===== src/rtl/mtw_ram.sv =====
// Generic simple dual-port RAM: one write port, one read port, registered read.
// Read-during-write to the same entry returns the old contents. No dependencies.
`timescale 1ns / 1ps
`default_nettype none

module mtw_ram #(
   parameter int unsigned WIDTH = 8,
   parameter int unsigned DEPTH = 256
) (
   input  wire logic                     clock,
   input  wire logic                     wr_en,
   input  wire logic [$clog2(DEPTH)-1:0] wr_addr,
   input  wire logic [WIDTH-1:0]         wr_data,
   input  wire logic [$clog2(DEPTH)-1:0] rd_addr,
   output      logic [WIDTH-1:0]         rd_data
);

   logic [WIDTH-1:0] mem_ff [DEPTH];
   logic [WIDTH-1:0] rd_data_ff;

   always_ff @(posedge clock) begin
      if (wr_en) begin
         mem_ff[wr_addr] <= wr_data;
      end
      rd_data_ff <= mem_ff[rd_addr];
   end

   assign rd_data = rd_data_ff;

endmodule

`default_nettype wire


===== config.mk =====
export PLATFORM = sky130hd
export DESIGN_NAME = mtw_ram
export DESIGN_NICKNAME = d
export VERILOG_FILES = /design/src/rtl/mtw_ram.sv
export SDC_FILE = /design/constraint.sdc
export NUM_CORES = 2
export LEC_CHECK = 0
export BUFFER_PORTS_ARGS = -buffer_cell sky130_fd_sc_hd__buf_2
export CORE_MARGIN = 2
export CORE_UTILIZATION = 39
export DETAILED_ROUTE_END_ITERATION = 6
export GPL_ROUTABILITY_DRIVEN = 1
export GPL_TIMING_DRIVEN = 0
export SYNTH_ARGS = -nofsm -noshare
export SYNTH_HDL_FRONTEND = slang
export SYNTH_SLANG_ARGS = --single-unit

===== constraint.sdc =====
create_clock -name clock -period 4.7 [get_ports clock]
set_input_delay 0.47 -clock clock [delete_from_list [all_inputs] [get_ports clock]]
set_output_delay 0.47 -clock clock [all_outputs]
set_load 0.01 [all_outputs]

==> results_tabular.tex <==
\begin{tabular}{lr}
\hline
Metric & Value \\
\hline
\multicolumn{2}{l}{\textbf{Layout}} \\
Fraction of layout cells with a size suffix above 1 & a little over a fifth \\
Area Growth Syn to Fin & 13.1\% \\
Filler Cell Count & roughly 17000 \\
Final standard cell area without fillers & 0.0900 mm2 \\
Number of nets in the layout & 4007 \\
Non-filler cells, final & roughly 6800 \\
Final Core Density & roughly 44\% \\
Register area & 0.0617 mm2 \\
Multi-input gate area & 0.0165 mm2 \\
\multicolumn{2}{l}{\textbf{STA}} \\
Count of endpoints failing hold in the final timing report & 0 \\
Fin. max-slew vios & 46 \\
Worst-margin pin slew & $\sim$1600 ps \\
Clk\_skew & 51.7 ps \\
Worst-case headroom to the max-slew limit & -8.30\% \\
Period Utilization, post-route & 104\% \\
Final WS setup & -187 ps \\
Maximum achievable frequency & about 0.20 GHz \\
Unrepaired setup endpoints after global routing & false \\
Total of endpoints with negative setup slack in the final report & 1 \\
Hold slack final & $\sim$77 ps \\
Fin Setup TNS & -187 ps \\
Final critical-path required period & 4890 ps \\
\multicolumn{2}{l}{\textbf{Clock tree}} \\
Deepest clock path buffer count & 3 \\
Clock tree from TritonCTS & done \\
Number of buffers inserted to repair setup after CTS & 0 \\
Number of levels the H-tree was split into & 4 \\
Clock network latency to the later pin of the worst-skew pair & 860 ps \\
Cts bufs inserted & about 200 \\
Clock transition at the registers of the reported paths & 60 ps \\
TritonCTS sink count & $\sim$2100 \\
Clk root buf & clkbuf\_16 \\
\multicolumn{2}{l}{\textbf{Logic synthesis}} \\
Gate count of the mapped netlist & 3733 \\
Number of warnings reported in the yosys synthesis log & 0 \\
Async set-or-reset flop fraction in the synthesized netlist & 0\% \\
Cell Area, Synth & between 0.07 and 0.08 mm2 \\
Main flop type after synthesis & edfxtp\_1 \\
Most common library cells after synthesis & edfxtp\_1 (2048), mux4\_2 (454), nor2\_1 (282) \\
Largest area contributor in the synthesized netlist & edfxtp\_1 \\
Synthesized Nets & 3759 \\
Cell variety after synth & 55 \\
Cell types with the largest area share after synthesis & edfxtp\_1 (77\%), mux4\_2 (13\%), mux2i\_1 (1.7\%), nor2\_1 (1.3\%), a22oi\_1 (1.3\%) \\
Number of synthesized flops with an enable pin & 2048 \\
Area share of the largest cell type after synthesis & 77.3\% \\
Flop and latch count out of synthesis & 2056 \\
Most used standard cell by instance count after synthesis & edfxtp\_1 \\
Post-Syn Area per Cell & 21.3 um2 \\
Register area share after synthesis & 77.5\% \\
\multicolumn{2}{l}{\textbf{Global routing}} \\
Pin count of the biggest net entering global routing & 147 \\
Wire length of the first global-routing pass & 330 mm \\
Number of antenna violations at the first check in global routing & 22 \\
Total GRT Usage & 23.0\% \\
Number of global-route vias before repair & 39934 \\
Remaining Overflow, GRT & 0 \\
\multicolumn{2}{l}{\textbf{Setup path}} \\
CP peak stage delay & 1150 ps \\
Worst Setup Start Kind & primary input \\
Cells on worst reg2reg path & 6 \\
Highest net fanout along the worst path & 10 \\
Most Frequent Cell on Critical Path & clkbuf\_1 \\
Number of buffers and inverters on the critical path & 4 \\
Slowest-stage cell, CP & a221oi\_1 \\
Cell Chain, Critical Path & buf\_2 > buf\_4 > clkbuf\_1 > nor2\_1 > clkbuf\_1 > a221oi\_1 > o32ai\_1 > nor3\_1 > nor4\_1 \\
Type of the worst setup path & in2reg \\
CP Data Required Time & about 5300 ps \\
Worst Setup End Kind & register \\
Worst R2R Start & mem\_ff[210][3]\$\_DFFE\_PP\_ \\
Register-to-register path setup slack & 650 ps \\
Family with the most delay on the worst path & buffers and inverters \\
Terminus of the critical flop-to-flop path & rd\_data[3]\$\_DFF\_P\_ \\
Worst Path Arrival & 5480 ps \\
\multicolumn{2}{l}{\textbf{Placement}} \\
Number of port buffers & 26 \\
Instance count after placement with tap cells included & 6447 \\
Worst-case setup slack after placement & -1170 ps \\
Post-detailed-placement half-perimeter wirelength & 161 mm \\
Cell area reported after detailed placement & $\sim$0.084 mm2 \\
Routability Congestion & between 0.9 and 1 \\
\multicolumn{2}{l}{\textbf{Floorplan}} \\
Die footprint & approximately 0.21 mm2 \\
Effective utilization at floorplan & about two fifths \\
Placeable core area & between 0.2 and 0.25 mm2 \\
I/O pin count & 34 \\
Count of standard-cell rows & 165 \\
DIE HEIGHT & 456 um \\
Die span in x & between 400 and 500 um \\
\multicolumn{2}{l}{\textbf{Pwr}} \\
Static leakage & 27.5 nW \\
Worst vdd ir & between 0.4 and 0.5 mV \\
Total design power & 38.2 mW \\
Power density normalized to cell area & 424 mW/mm2 \\
\multicolumn{2}{l}{\textbf{Drt}} \\
Count of antenna-violating nets left after detailed routing & 0 \\
Detailed Route Iter0 Violations & roughly 6600 \\
First-pass iteration count of the detailed router & 6 \\
Via density & 6.07 \\
Vias & 41481 \\
DR DRC count & 0 \\
Routed length per placed instance & 35.4 um \\
Wire length reported by the detailed router & around 240 mm \\
\multicolumn{2}{l}{\textbf{Run status}} \\
Result of the run & finished, violations left \\
Violations in the final reports & max-capacitance violations, max-slew violations, negative setup slack \\
\multicolumn{2}{l}{\textbf{Hold path}} \\
Classification of the worst-slack hold path & in2reg \\
Worst Hold Depth & 1 \\
Start point of the worst hold path & wr\_data[4] \\
Capture endpoint of the worst hold path & mem\_ff[215][4]\$\_DFFE\_PP\_ \\
\multicolumn{2}{l}{\textbf{Run}} \\
Max-cap viol count & 6 \\
\hline
\end{tabular}
-- registers in the layout (all words and copies together), names as in the netlist --
name and flops:
rd_data 8, mem_ff 2048
-- report_power, final --
group          leakage (nW)  internal [mW]  switching [mW]  total, mW
logic                  5.88          0.653            1.52       2.18
clock network          3.12           8.64            7.12       15.8
registers              18.5           20.2          0.0114       20.2
total                  27.5           29.5            8.66       38.2
-- layout make-up --
| cell class | count | area share [%] |
|---|---|---|
| antenna | 13 | 0.0361 |
| clock buffer | 255 | 5.88 |
| multi-input combinational | 1442 | 18.3 |
| tap | 2672 | 3.71 |
| timing repair buffer | 43 | 0.701 |
| inverter | 2 | 0.00834 |
| buffer | 233 | 1.64 |
| clock inverter | 123 | 1.22 |
| sequential | 2056 | 68.5 |
-- worst max-delay path by stage --
stage | depth (start not counted) | start | end | slack [ps]
after floorplan | 9 | rd_addr[0] | rd_data[2]$_DFF_P_ | 2290
after global placement | 9 | rd_addr[4] | rd_data[4]$_DFF_P_ | -1160
after detailed placement | 9 | rd_addr[4] | rd_data[4]$_DFF_P_ | -1170
after CTS | 9 | rd_addr[4] | rd_data[2]$_DFF_P_ | 150
after global routing | 9 | rd_addr[4] | rd_data[3]$_DFF_P_ | 120
final | 9 | rd_addr[4] | rd_data[3]$_DFF_P_ | -190
-- cell usage in the layout, fill, tap and decap left out, types with 22 or more instances in the layout --
cell type,synthesis,routed
buf_2,31,52
clkinv_2,0,43
nor2b_1,31,31
clkinv_1,1,54
edfxtp_1,2048,2048
nor3_1,22,22
mux4_2,454,454
nand3_1,34,34
o221ai_1,46,46
clkbuf_1,111,142
o22ai_1,28,28
buf_4,27,27
nand2_1,33,33
a22oi_1,133,133
a21oi_1,96,96
nor2_1,282,282
mux2i_1,134,134
clkbuf_16,0,204
-- cell families after synthesis --
logic type	count (synthesis)	synth area share, %
AOI/OAI and AO/OA	385	3.42
buffers and inverters	235	1.83
and+or+nand+nor	466	2.63
muxes	591	14.6
DFF	2056	77.5
-- timing repair --
| item | CTS | global route |
|---|---|---|
| setup endpoints to repair | 1 | 0 |
| endpoints found under the hold margin | 36 | 0 |
| hold buffers | 1 | 0 |
| gates resized for setup | 1 | 0 |
-- metal layers --
metal | vias to the layer above | GRT usage [%] | wire length, um
li1 | 16241 | - | -
met1 | 22200 | 31.3 | 92900
met2 | 2558 | 35.3 | 112000
met3 | 478 | 5.64 | 26100
met4 | 4 | 10.2 | 11000
met5 | - | 0 | 26
No activity file was read; power rests on OpenSTA's default activity.
